## src/rtl/bbp_pkg.sv

```systemverilog
// bimodal branch predictor: shared constants, types and helper functions
// no dependencies; used by the top level, controller, datapath and testbench through scoped names
`default_nettype none

package bbp_pkg;

    localparam int MAX_INDEX_BITS = 12;
    localparam int TABLE_DEPTH    = 1 << MAX_INDEX_BITS;
    localparam int CTR_W          = 2;
    localparam int CFG_W          = 4;
    localparam int ADDR_W         = 32;
    localparam int TOTAL_W        = 32;
    localparam int IN_TDATA_W     = 40;
    localparam int OUT_TDATA_W    = 72;
    localparam int OUT_USED_W     = 2 + 2 * TOTAL_W;

    localparam logic [CTR_W-1:0] CTR_RESET        = 2'd2;
    localparam logic [CTR_W-1:0] CTR_MAX          = 2'd3;
    localparam logic [CTR_W-1:0] CTR_MIN          = 2'd0;
    localparam logic [CFG_W-1:0] INDEX_BITS_RESET = 4'd12;

    typedef logic [MAX_INDEX_BITS-1:0] t_idx;

    typedef struct packed {
        logic clr_we;
        t_idx clr_addr;
        logic accept;
        logic commit;
    } t_cmd;

    typedef struct packed {
        logic out_stall;
    } t_sts;

    function automatic t_idx index_mask(input logic [CFG_W-1:0] bits);
        t_idx mask;
        if (32'(bits) >= MAX_INDEX_BITS) begin
            mask = '1;
        end else begin
            mask = t_idx'((32'd1 << bits) - 32'd1);
        end
        return mask;
    endfunction

    function automatic logic [CTR_W-1:0] ctr_next(input logic [CTR_W-1:0] ctr,
                                                  input logic taken);
        logic [CTR_W-1:0] res;
        res = ctr;
        if (taken) begin
            if (ctr != CTR_MAX) begin
                res = ctr + 2'd1;
            end
        end else begin
            if (ctr != CTR_MIN) begin
                res = ctr - 2'd1;
            end
        end
        return res;
    endfunction

    function automatic logic [TOTAL_W-1:0] sat_inc(input logic [TOTAL_W-1:0] v);
        return (v == '1) ? v : v + 32'd1;
    endfunction

endpackage

`default_nettype wire

```

## src/rtl/bbp_ctrl.sv

```systemverilog
// controller: table clearing pass after reset and per-branch sequencing
// depends on bbp_pkg
`default_nettype none

module bbp_ctrl (
    input  wire logic         i_clk,
    input  wire logic         i_rst_n,
    input  wire logic         i_in_valid,
    output logic              o_in_ready,
    input  wire bbp_pkg::t_sts i_sts,
    output bbp_pkg::t_cmd     o_cmd
);

    localparam logic [1:0] ST_CLEAR  = 2'd0;
    localparam logic [1:0] ST_IDLE   = 2'd1;
    localparam logic [1:0] ST_LOOKUP = 2'd2;

    logic [1:0]    r_state, n_state;
    bbp_pkg::t_idx r_clr_addr, n_clr_addr;
    logic          accept;
    logic          commit;

    assign accept = (r_state == ST_IDLE) && i_in_valid;
    assign commit = (r_state == ST_LOOKUP) && !i_sts.out_stall;

    always_comb begin
        n_state    = r_state;
        n_clr_addr = r_clr_addr;
        case (r_state)
            ST_CLEAR: begin
                n_clr_addr = r_clr_addr + 1'b1;
                if (r_clr_addr == '1) begin
                    n_state = ST_IDLE;
                end
            end
            ST_IDLE: begin
                if (accept) begin
                    n_state = ST_LOOKUP;
                end
            end
            ST_LOOKUP: begin
                if (commit) begin
                    n_state = ST_IDLE;
                end
            end
            default: begin
                n_state = ST_CLEAR;
            end
        endcase
    end

    always_ff @(posedge i_clk) begin
        if (!i_rst_n) begin
            r_state    <= ST_CLEAR;
            r_clr_addr <= '0;
        end else begin
            r_state    <= n_state;
            r_clr_addr <= n_clr_addr;
        end
    end

    assign o_in_ready     = (r_state == ST_IDLE);
    assign o_cmd.clr_we   = (r_state == ST_CLEAR);
    assign o_cmd.clr_addr = r_clr_addr;
    assign o_cmd.accept   = accept;
    assign o_cmd.commit   = commit;

endmodule

`default_nettype wire

```

## config.mk

```make
export PLATFORM = sky130hd
export DESIGN_NAME = bbp_ctrl
export DESIGN_NICKNAME = d
export VERILOG_FILES = /design/src/rtl/bbp_pkg.sv /design/src/rtl/bbp_ctrl.sv
export SDC_FILE = /design/constraint.sdc
export NUM_CORES = 1
export LEC_CHECK = 0
export BUFFER_PORTS_ARGS = -buffer_cell sky130_fd_sc_hd__buf_2
export CORE_AREA = 2 2 39 41
export CTS_BUF_LIST = sky130_fd_sc_hd__clkbuf_8
export DETAILED_ROUTE_END_ITERATION = 10
export DIE_AREA = 0 0 41 43
export HOLD_SLACK_MARGIN = 0.12
export PLACE_DENSITY = 0.8
export RECOVER_POWER = 100
export SLEW_MARGIN = 25
export SYNTH_ARGS = -nofsm -noshare
export SYNTH_HDL_FRONTEND = slang
export SYNTH_SLANG_ARGS = --single-unit
export TNS_END_PERCENT = 50
```

## constraint.sdc

```tcl
create_clock -name i_clk -period 2.9 [get_ports i_clk]
set_input_delay 0.29 -clock i_clk [delete_from_list [all_inputs] [get_ports i_clk]]
set_output_delay 0.29 -clock i_clk [all_outputs]
set_load 0.1 [all_outputs]
```

== Word level (Yosys, flattened, before mapping) ==
Cells that the tools add are included.

* Equality and inequality tests: 6
* Multiplexer cells: 4
* Reduce and logical (&&, ||, !) cells: 5
* Add/sub/neg operators: 1

{| class="wikitable"
|+ Operators by type and width
! cell !! count
|-
| adder 12 x 1 -> 12 bit, second input constant || 1
|-
| equality test 12 bit, second input constant || 1
|-
| two-way mux 2 bit || 3
|-
| one-hot mux 2 bit (3 select lines) || 1
|-
| != test 2 x 1 -> 1 bit, second input constant || 2
|-
| AND reduction 3 bit || 1
|-
| equality test 2 x 1 -> 1 bit, second input constant || 1
|-
| equality test 2 bit, second input constant || 1
|-
| logical AND 1 bit || 2
|-
| logical NOT 2 bit || 1
|-
| != test 2 bit, second input constant || 1
|-
| logical NOT 1 bit || 1
|}

* Input bits: 4
* Register bits: 14
* Logic and storage cells: 18
* Output and inout bits: 16

== Longest topological paths before layout ==
Gate-level depths: netlist (run 1).

* Depth in word-level cells: 4
* Depth in mapped cells: 5
* Gate-level depth less buffers: 4

== Least setup slack after synthesis (run 1) ==
Ideal clock, no wire load.

* Path type: register to output
* Start point: register r_state[0]
* End point: output port o_cmd[1] (netlist name)
* Path buffers: 1
* Arrival time: 2.350 ns
* Required time: 2.610 ns
* Cell stages (with the launch flop): 4
* Setup slack: 0.260 ns
* Cell sequence: dfxtp_1 -> nor2b_1 -> and2_1 -> buf_4

* Word-level cells in the longest chain between the ends: 2

{| class="wikitable"
|+ RTL lines
! element !! RTL line !! RTL
|-
| start: declaration || bbp_ctrl.sv:18 || <nowiki>logic [1:0] r_state, n_state;</nowiki>
|-
| start signal: assignment || bbp_ctrl.sv:57 || <nowiki>r_state <= n_state;</nowiki>
|-
| equality test 2 x 1 -> 1 bit || -- ||
|-
| net o_in_ready || bbp_ctrl.sv:9 || <nowiki>output logic o_in_ready,</nowiki>
|-
| logical AND 1 bit || bbp_ctrl.sv:23 || <nowiki>assign accept = (r_state == ST_IDLE) && i_in_valid;</nowiki>
|-
| end: declaration || bbp_ctrl.sv:11 || <nowiki>output bbp_pkg::t_cmd o_cmd</nowiki>
|}

The timed path passes the listed nets, and every way through them passes these cells.

==> summary.txt, run 1 <==
Floorplan
  – Die area: 1763 um^2
  – I/O pin count: 20
  – Initial Util: 0.5000
  – Die width: 41 um
  – Die Ht: 43 um
  – Count of standard-cell rows: 14
  – Area of the core: roughly 1400 um^2

Clock network
  – Post-cts repair resize count: 0
  – Post-CTS Hold Buffers: 0
  – Clock Latency Late Sink: 250 ps
  – CTS tree: done
  – Buffer levels on the longest clock path: 2
  – Clk root buf: clkbuf_8
  – CTS sink cnt: 14
  – Postcts setup bufs: 0
  – # H-tree levels: 1
  – Reg clk slew, reported paths: 50 ps
  – CTS buffer count: 3

Finish
  – Non-Filler Instances: 118
  – Share of layout cells above drive strength 1: 0.07843
  – # nets final: 108
  – Antenna cells: 0
  – Final instance area: approximately 810 um^2
  – P&R area growth vs syn: 17.54%
  – Fill count: 136

Global routing
  – Wire length of the first global-routing pass: 1.952 mm
  – Overflow after GRT: 0
  – Initial antenna violation count: 0
  – Total GRT Usage: 0.1675
  – Pin count of the biggest net entering global routing: 12
  – Vias in the first global route: 456

Yosys
  – Syn nets: 88
  – EDFF count, synth: 0
  – Top_reg_cell synth: dfxtp_1
  – Post-synth ARST share: 0
  – Synth cell types: 26
  – Dominant cells by area after synthesis: dfxtp_1 41%, a21oi_1 6.5%, nand2_1 5.4%
  – Sequential area share after synthesis: 0.4051
  – Most numerous cell in the Yosys netlist: dfxtp_1
  – Flops & latches, synth: 14
  – Avg Cell Area, Syn: 8.336 um^2
  – Post-synthesis cell count: 83
  – Top-area cell type share of the netlist area: 0.4051
  – Synth cell count leaders: 14 x dfxtp_1, 10 x nand2_1, 9 x a21oi_1
  – Mapped cell area: 691.9 um^2
  – Largest area contributor in the netlist: dfxtp_1
  – Synthesis Warnings: 0

Power and ir drop
  – PD cells: ~540 nW/um^2
  – Combinational cell fraction of total power: 0.108
  – Sw Share: 0.2573
  – Cell internal pwr: between 300 and 400 uW
  – VDD IR max: ~0.33 mV
  – Leak Pwr: 0.0002591 uW
  – Switching power total: about 110 uW
  – Clock share of power: 0.432
  – Sequential power share: 0.461

Job
  – Max cap viols: 0

Placement
  – Dpl cell area: around 780 um^2
  – Placer's final routability congestion estimate: 0.7706
  – Placed cells: ~110
  – PortBufs: 19
  – Dpl hpwl: 993 um

Worst setup path
  – Crit Path Max Fanout: 7
  – Crit end category: primary output
  – Crit path cell chain: nor2b_1 > and2_0 > clkbuf_1
  – Worst path required time: between 2000 and 3000 ps
  – Arrival @ worst endpoint: between 1500 and 2000 ps
  – Worst path buffer plus inverter count: 1
  – Slowest CP cell: clkbuf_1
  – Family with the most delay on the worst path: buffers and inverters
  – Setup crit start kind: flip-flop
  – Crit-path max cell delay: 870 ps
  – Crit path kind: flip-flop to primary output

Timing
  – RSZ-0062 raised after global routing: no
  – Worst Tran Pin Value: 1161 ps
  – Worst rel slew slack: 0.2291
  – Fin crit share: 0.7517
  – Final-report hold violation count: 0
  – Highest clock rate: approximately 460 MHz
  – Final Max Tran Viols: 0
  – Setup tns final: 0 ps
  – Final setup viols: 0
  – Post-Route Skew: 3.916 ps
  – Final min period: 2180 ps
  – Fin Hold WS: around 350 ps

Min path
  – Hold Crit Class: input port to flip-flop

Route
  – Post-route ant nets: 0
  – Via/cell ratio: 5.500
  – Final wirelength: 1.358 mm
  – Drt first pass iters: 4
  – Per-cell routed wire length: between 10 and 15 um
  – Iter 0 DRT Violations: 9
  – DRC viols: 0
  – Via count: between 600 and 700

Status
  – Status: complete, no violations
-- worst paths after layout --
| check | depth (start not counted) | start | slack, ps | end |
|---|---|---|---|---|
| worst max-delay path | 3 | r_state[0]$_SDFFE_PN0P_ | 720 | o_cmd[1] |
| worst min-delay path | 2 | i_rst_n | 350 | r_state[1]$_SDFFE_PN0P_ |
| worst max register to register | 3 | r_state[0]$_SDFFE_PN0P_ | 1380 | r_clr_addr[8]$_SDFFE_PN0P_ |
| worst min register to register | 2 | r_clr_addr[11]$_SDFFE_PN0P_ | 480 | r_clr_addr[11]$_SDFFE_PN0P_ |
-- logic make-up (layout without fill, tap and decap cells) --
logic type | Yosys count | after routing | synth area share
and+or+nand+nor | 37 | 37 | 0.2966
muxes | 3 | 3 | 0.04340
adders and majority gates | 1 | 1 | 0.01808
AOI/OAI and AO/OA | 17 | 17 | 0.1410
xor gates and xnor gates | 2 | 2 | 0.02532
buffers and inverters | 9 | 28 | 0.07050
DFF | 14 | 14 | 0.4051
-- metrics by stage --
step	util	power, uW	setup WS [ps]
2_1_floorplan	-	244.1	259.5
3_3_place_gp	0.5615	253.1	1347
3_5_place_dp	0.5615	253.8	1323
4_1_cts	0.6013	443.5	1043
5_1_grt	0.5877	454.9	620.1
6_report	0.5877	437.6	720.0
-- area by class of cell --
type	count	area, um^2	area share
multi-input combinational	60	362.8	0.4462
sequential	14	280.3	0.3446
timing repair buffer	19	76.32	0.09385
clock buffer	4	55.05	0.06769
tap	16	20.02	0.02462
inverter	5	18.77	0.02308
-- state kept, by name, summed over array words and instances, names as in the netlist --
name	count
r_clr_addr	12
r_state	2
-- metal layers --
layer,vias up,global-route usage,share of wire
li1,339,-,-
met4,0,0.1200,0.032
met1,284,0.2190,0.45
met3,5,0.04712,0.049
met5,-,0,0
met2,21,0.2250,0.46
-- power by group through the flow --
| stage | registers [uW] | clock network (uW) | logic [uW] |
|---|---|---|---|
| 2_1_floorplan | 232 | 0 | 12.3 |
| 3_3_place_gp | 205 | 0 | 47.9 |
| 3_5_place_dp | 205 | 0 | 48.4 |
| 4_1_cts | 201 | 194 | 48.7 |
| 5_1_grt | 202 | 203 | 49.5 |
| 6_report | 202 | 189 | 47.1 |
-- layout by cell type, fill, tap and decap left out, drive strengths merged --
cell type	synthesis	routed
nor3b	2	2
and2	1	1
o21a	1	1
o21ai	3	3
clkbuf	1	19
nand2	10	10
xnor2	2	2
o31ai	4	4
nor2	4	4
ha	1	1
or4	5	5
nand4bb	1	1
a21oi	9	9
nand4	1	1
nand2b	2	2
dfxtp	14	14
or3	2	2
inv	4	4
nand3	4	4
buf	3	4
nor4	3	3
clkinv	1	1
or2	1	1
nor2b	1	1
mux2i	3	3
Power figures use the tool's default switching activity.
==> inputs of run 2 (changes only) <==
CORE_AREA = not set   (was 2 2 39 41)
CORE_UTILIZATION = 47   (was not set)
DIE_AREA = not set   (was 0 0 41 43)
PLACE_DENSITY = 0.76   (was 0.8)
clock period = 1.9 ns   (was 2.9 ns; I/O delays follow)
==> run 2 against run 1 <==
Effect of this change: hold slack lost 100 ps; non-clock buffer count is the same; critical path depth is the same; sequential cell count is the same.
==> summary.txt, run 2 (same netlist as run 1, synthesis figures left out) <==
Worst setup path
  – Worst r2r src: r_state[1]$_SDFFE_PN0P_
  – CP Capture Point: o_cmd[14]
  – Crit path kind: flip-flop to primary output
  – Arrival @ worst endpoint: 1610 ps
  – Worst setup path startpoint: r_state[1]$_SDFFE_PN0P_
  – Crit-path max cell delay: 450 ps
  – Crit end category: primary output
  – Setup crit start kind: flip-flop
  – Crit path cell chain: or2_1 > inv_1 > buf_2
  – Crit Path Max Fanout: 11
  – Worst path required time: 1710 ps
  – Reg2Reg Setup Slack: between 300 and 400 ps
  – R2R cell count: 3
  – R2R Path End: r_clr_addr[5]$_SDFFE_PN0P_
  – Slowest CP cell: buf_2

Floorplan
  – Initial Util: 0.5188
  – Die area: 1630 um^2
  – Count of standard-cell rows: 13
  – Die Ht: approximately 40 um
  – Die width: between 40 and 50 um
  – Area of the core: 1334 um^2
  – I/O pin count: 20

Timing
  – Fin crit share: 0.9475
  – Highest clock rate: 555.5 MHz
  – Worst rel slew slack: 0.2309
  – Final min period: 1800 ps
  – Setup tns final: 0 ps
  – Post-Route Skew: around 6.3 ps
  – Fin Hold WS: 242.6 ps
  – RSZ-0062 raised after global routing: no
  – Final Max Tran Viols: 0
  – Final-report hold violation count: 0
  – Worst Tran Pin Value: ~1200 ps
  – Final setup viols: 0

Finish
  – Antenna cells: 0
  – P&R area growth vs syn: 22.24%
  – Max reg flops: 12
  – Most common cell after layout, fill and taps aside: clkbuf_2
  – Share of layout cells above drive strength 1: 0.2941
  – # nets final: ~110
  – Largest Register: r_clr_addr
  – Leading cell types in the layout, fill and taps excluded: 14 x clkbuf_2, 10 x nand2_1, 9 x a21oi_1, 7 x dfxtp_1, 7 x dfxtp_2
  – Biggest regs: r_clr_addr x12, r_state x2

Route
  – Post-route ant nets: 0
  – Drt first pass iters: 4
  – Per-cell routed wire length: about 12 um
  – Via count: 653
  – Final wirelength: 1.379 mm
  – DRC viols: 0
  – Iter 0 DRT Violations: 8
  – Via/cell ratio: 5.581

Global routing
  – Overflow after GRT: 0
  – Vias in the first global route: 517
  – Initial antenna violation count: 0
  – Total GRT Usage: 0.2039
  – Wire length of the first global-routing pass: 2.159 mm
  – Pin count of the biggest net entering global routing: 12

Power and ir drop
  – VDD IR max: 0.4937 mV
  – PD cells: between 700 and 800 nW/um^2
  – Leak Pwr: 0.0003131 uW
  – Overall Power: 674.6 uW

Clock network
  – Clock Latency Late Sink: 250 ps
  – # H-tree levels: 1
  – Postcts setup bufs: 0
  – Clk root buf: clkbuf_8
  – Post-CTS Hold Buffers: 0
  – CTS tree: done
  – Post-cts repair resize count: 0
  – CTS buffer count: 3
  – Reg clk slew, reported paths: 60 ps
  – Buffer levels on the longest clock path: 2
  – CTS sink cnt: 14

Status
  – Status: complete, no violations

Min path
  – Hold Crit Class: input port to flip-flop

Placement
  – PortBufs: 19
  – Placer's final routability congestion estimate: 0.7544
  – Dpl hpwl: ~1000 um

Job
  – Max cap viols: 0
[run 2: cell count changes in the layout (fill, tap and decap cells not counted), moves of 7 or more]
cell,delta
clkbuf_1,-14
clkbuf_2,+14
dfxtp_1,-7
dfxtp_2,+7
[run 2: area by class of cell]
cell class / instances / area, um^2
flip-flops and latches: 14 / 289.0
repair buffers: 19 / 93.84
inverters: 5 / 18.77
well taps: 15 / 18.77
clock buffers: 4 / 55.05
fillers: 116 / 488.0
multi-input cells: 60 / 370.4
[run 2: where the power goes]
group | leakage (uW) | switching, uW | internal (uW) | total [uW]
combinational | 0.000168 | 57.8 | 14.3 | 72.1
sequential | 0.000117 | 8.35 | 300 | 309
clock | 0.0000288 | 110 | 184 | 294
total | 0.000313 | 176 | 498 | 675
[run 2: per-layer routing]
layer,part of all wire,GRT usage
met1,0.46,0.2583
met2,0.49,0.3056
met3,0.034,0.05000
met4,0.021,0.1250
met5,0,0
[run 2: per-stage QoR]
stage	setup slack [ps]	cell area [um^2]	util	std cells
detailed placement	387.5	793.3	0.5947	113
global route	32.26	845.8	0.6341	117
floorplan	46.86	709.4	-	83
CTS	110.2	848.3	0.6360	117
global placement	417.2	793.3	0.5947	113
finish	99.75	845.8	0.6341	117
[run 2: critical path: cells and delay by family, from the launching register on]
kind                   cells  cell delay (ps)
DFF                        1              390
and+or+nand+nor            1              360
buffers and inverters      2              620
[run 2: worst min-delay path by stage]
stage,start,end,depth (start not counted)
after floorplan,i_in_valid,r_state[0]$_SDFFE_PN0P_,3
after global placement,r_clr_addr[11]$_SDFFE_PN0P_,r_clr_addr[11]$_SDFFE_PN0P_,2
after detailed placement,r_clr_addr[7]$_SDFFE_PN0P_,r_clr_addr[7]$_SDFFE_PN0P_,2
after CTS,i_rst_n,r_state[1]$_SDFFE_PN0P_,2
after global routing,i_rst_n,r_state[1]$_SDFFE_PN0P_,2
final,i_rst_n,r_state[1]$_SDFFE_PN0P_,2
==> inputs of run 3 (changes only) <==
==> constraint.sdc (replaced) <==
create_clock -name i_clk -period 1.9 [get_ports i_clk]
set_input_delay 0.38 -clock i_clk [delete_from_list [all_inputs] [get_ports i_clk]]
set_output_delay 0.38 -clock i_clk [all_outputs]
set_load 0.1 [all_outputs]
==> run 3 against run 2 <==
Effect of this change: sequential power about the same; via count fell by 0.77%; maximum frequency is 0.61% higher; die area stayed put; critical path type unchanged; wire length decreased by 3.8%; worst setup slack improved by 11 ps; first-iteration DRC count grew 50%; power fell by 1.3%.
==> summary.txt, run 3 (same netlist as run 1, synthesis figures left out) <==
Placement
  – PortBufs: 19
  – Placer's final routability congestion estimate: 0.7515
  – Dpl hpwl: 992.7 um
  – Dpl cell area: between 800 and 900 um^2

Worst setup path
  – Worst path buffer plus inverter count: 1
  – Worst path required time: 1520 ps
  – Crit path cell chain: nor2b_4 > and2_1 > buf_2
  – Slowest CP cell: buf_2
  – Setup crit start kind: flip-flop
  – Crit end category: primary output
  – Crit path kind: flip-flop to primary output
  – Crit Path Max Fanout: 7
  – Arrival @ worst endpoint: approximately 1400 ps
  – Crit-path max cell delay: 430 ps
  – Family with the most delay on the worst path: buffers and inverters

Power and ir drop
  – Combinational cell fraction of total power: 0.109
  – Sequential power share: 0.463
  – VDD IR max: 0.4115 mV
  – Leak Pwr: 0.0003213 uW
  – Cell internal pwr: 497.9 uW
  – Clock share of power: 0.428
  – PD cells: 781.6 nW/um^2
  – Switching power total: 168.1 uW
  – Overall Power: 666.0 uW
  – Sw Share: 0.2524

Floorplan
  – Die width: 40.37 um
  – Count of standard-cell rows: 13
  – Initial Util: 0.5188
  – Die Ht: 40.37 um
  – I/O pin count: 20
  – Die area: 1630 um^2
  – Area of the core: 1334 um^2

Global routing
  – Wire length of the first global-routing pass: 2.256 mm
  – Met1 Usage GRT: 0.2616
  – Initial antenna violation count: 0
  – Overflow after GRT: 0
  – Total GRT Usage: 0.2062
  – Busiest layer in global routing: met2
  – GR Util met3: 0.03333
  – Pin count of the biggest net entering global routing: 12
  – Met2 usage in global routing: 0.3333
  – Vias in the first global route: around 530

Timing
  – Worst Tran Pin Value: 539.5 ps
  – Post-Route Skew: ~4.4 ps
  – Setup tns final: 0 ps
  – Final min period: 1789 ps
  – Final Max Tran Viols: 0
  – RSZ-0062 raised after global routing: no
  – Fin crit share: 0.9418
  – Final-report hold violation count: 0
  – Worst rel slew slack: 0.6419
  – Highest clock rate: 558.9 MHz
  – Final setup viols: 0

Finish
  – Max reg flops: 12
  – Most common cell after layout, fill and taps aside: clkbuf_2
  – Biggest regs: r_clr_addr x12, r_state x2
  – Antenna cells: 0
  – Leading cell types in the layout, fill and taps excluded: 13 x clkbuf_2, 10 x nand2_1, 9 x a21oi_1, 7 x dfxtp_1, 7 x dfxtp_2
  – Final instance area: 852.1 um^2
  – Share of layout cells above drive strength 1: 0.3137
  – Largest Register: r_clr_addr
  – P&R area growth vs syn: 23.15%
  – Final core occ: 0.6388
  – # nets final: 108

Clock network
  – Clk root buf: clkbuf_8
  – CTS buffer count: 3
  – Post-CTS Hold Buffers: 0
  – Reg clk slew, reported paths: 60 ps
  – # H-tree levels: 1
  – CTS tree: done
  – CTS sink cnt: 14
  – Clock Latency Late Sink: 240 ps
  – Buffer levels on the longest clock path: 2

Route
  – Via/cell ratio: 5.538
  – Via count: 648
  – Final wirelength: 1.326 mm
  – Iter 0 DRT Violations: 12
  – DRC viols: 0
  – Per-cell routed wire length: between 10 and 15 um
  – Drt first pass iters: 4
  – Post-route ant nets: 0

Min path
  – Hold Crit Class: input port to flip-flop

Job
  – Max cap viols: 0

Status
  – Status: complete, no violations
[run 3: power by group through the flow]
stage                     Sequential (uW)  Combinational, uW  Clock, uW
after detailed placement              315               73.3          0
final                                 308               72.4        285
after global placement                315               73.0          0
after global routing                  309               77.9        309
after floorplan                       355               18.7          0
after CTS                             308               73.4        289
[run 3: per-layer routing]
| metal | up-vias | wire length (um) |
|---|---|---|
| li1 | 336 | - |
| met4 | 0 | 12 |
| met3 | 2 | 34 |
| met5 | - | 0 |
| met1 | 299 | 678 |
| met2 | 11 | 600 |
[run 3: path summary, 6_finish.rpt]
check,depth (start not counted),slack [ps],endpoint,from
worst max register to register,3,370,r_clr_addr[7]$_SDFFE_PN0P_,r_state[1]$_SDFFE_PN0P_
worst max-delay path,3,110,o_cmd[1],r_state[0]$_SDFFE_PN0P_
worst min register to register,2,480,r_clr_addr[11]$_SDFFE_PN0P_,r_clr_addr[11]$_SDFFE_PN0P_
worst min-delay path,2,440,r_state[1]$_SDFFE_PN0P_,i_rst_n
[run 3: area by class of cell]
cell class,count,area [um^2]
Fill cell,114,481.7
Clock buffer,4,55.05
Inverter,5,18.77
Timing Repair Buffer,19,97.59
Multi-Input combinational cell,60,372.9
Tap cell,15,18.77
Sequential cell,14,289.0
[run 3: repair_timing]
action | 4_1_cts | 5_1_grt
setup endpoints to repair | 0 | 1
buffers inserted | 0 | 0
resized for setup | 0 | 1
[run 3: through the flow]
stage,hold slack [ps],cells,setup slack [ps]
2_1_floorplan,556.8,83,46.86
3_3_place_gp,457.6,113,398.6
3_5_place_dp,469.8,113,354.3
4_1_cts,439.4,117,104.9
5_1_grt,455.9,117,30.53
6_report,438.5,117,110.7
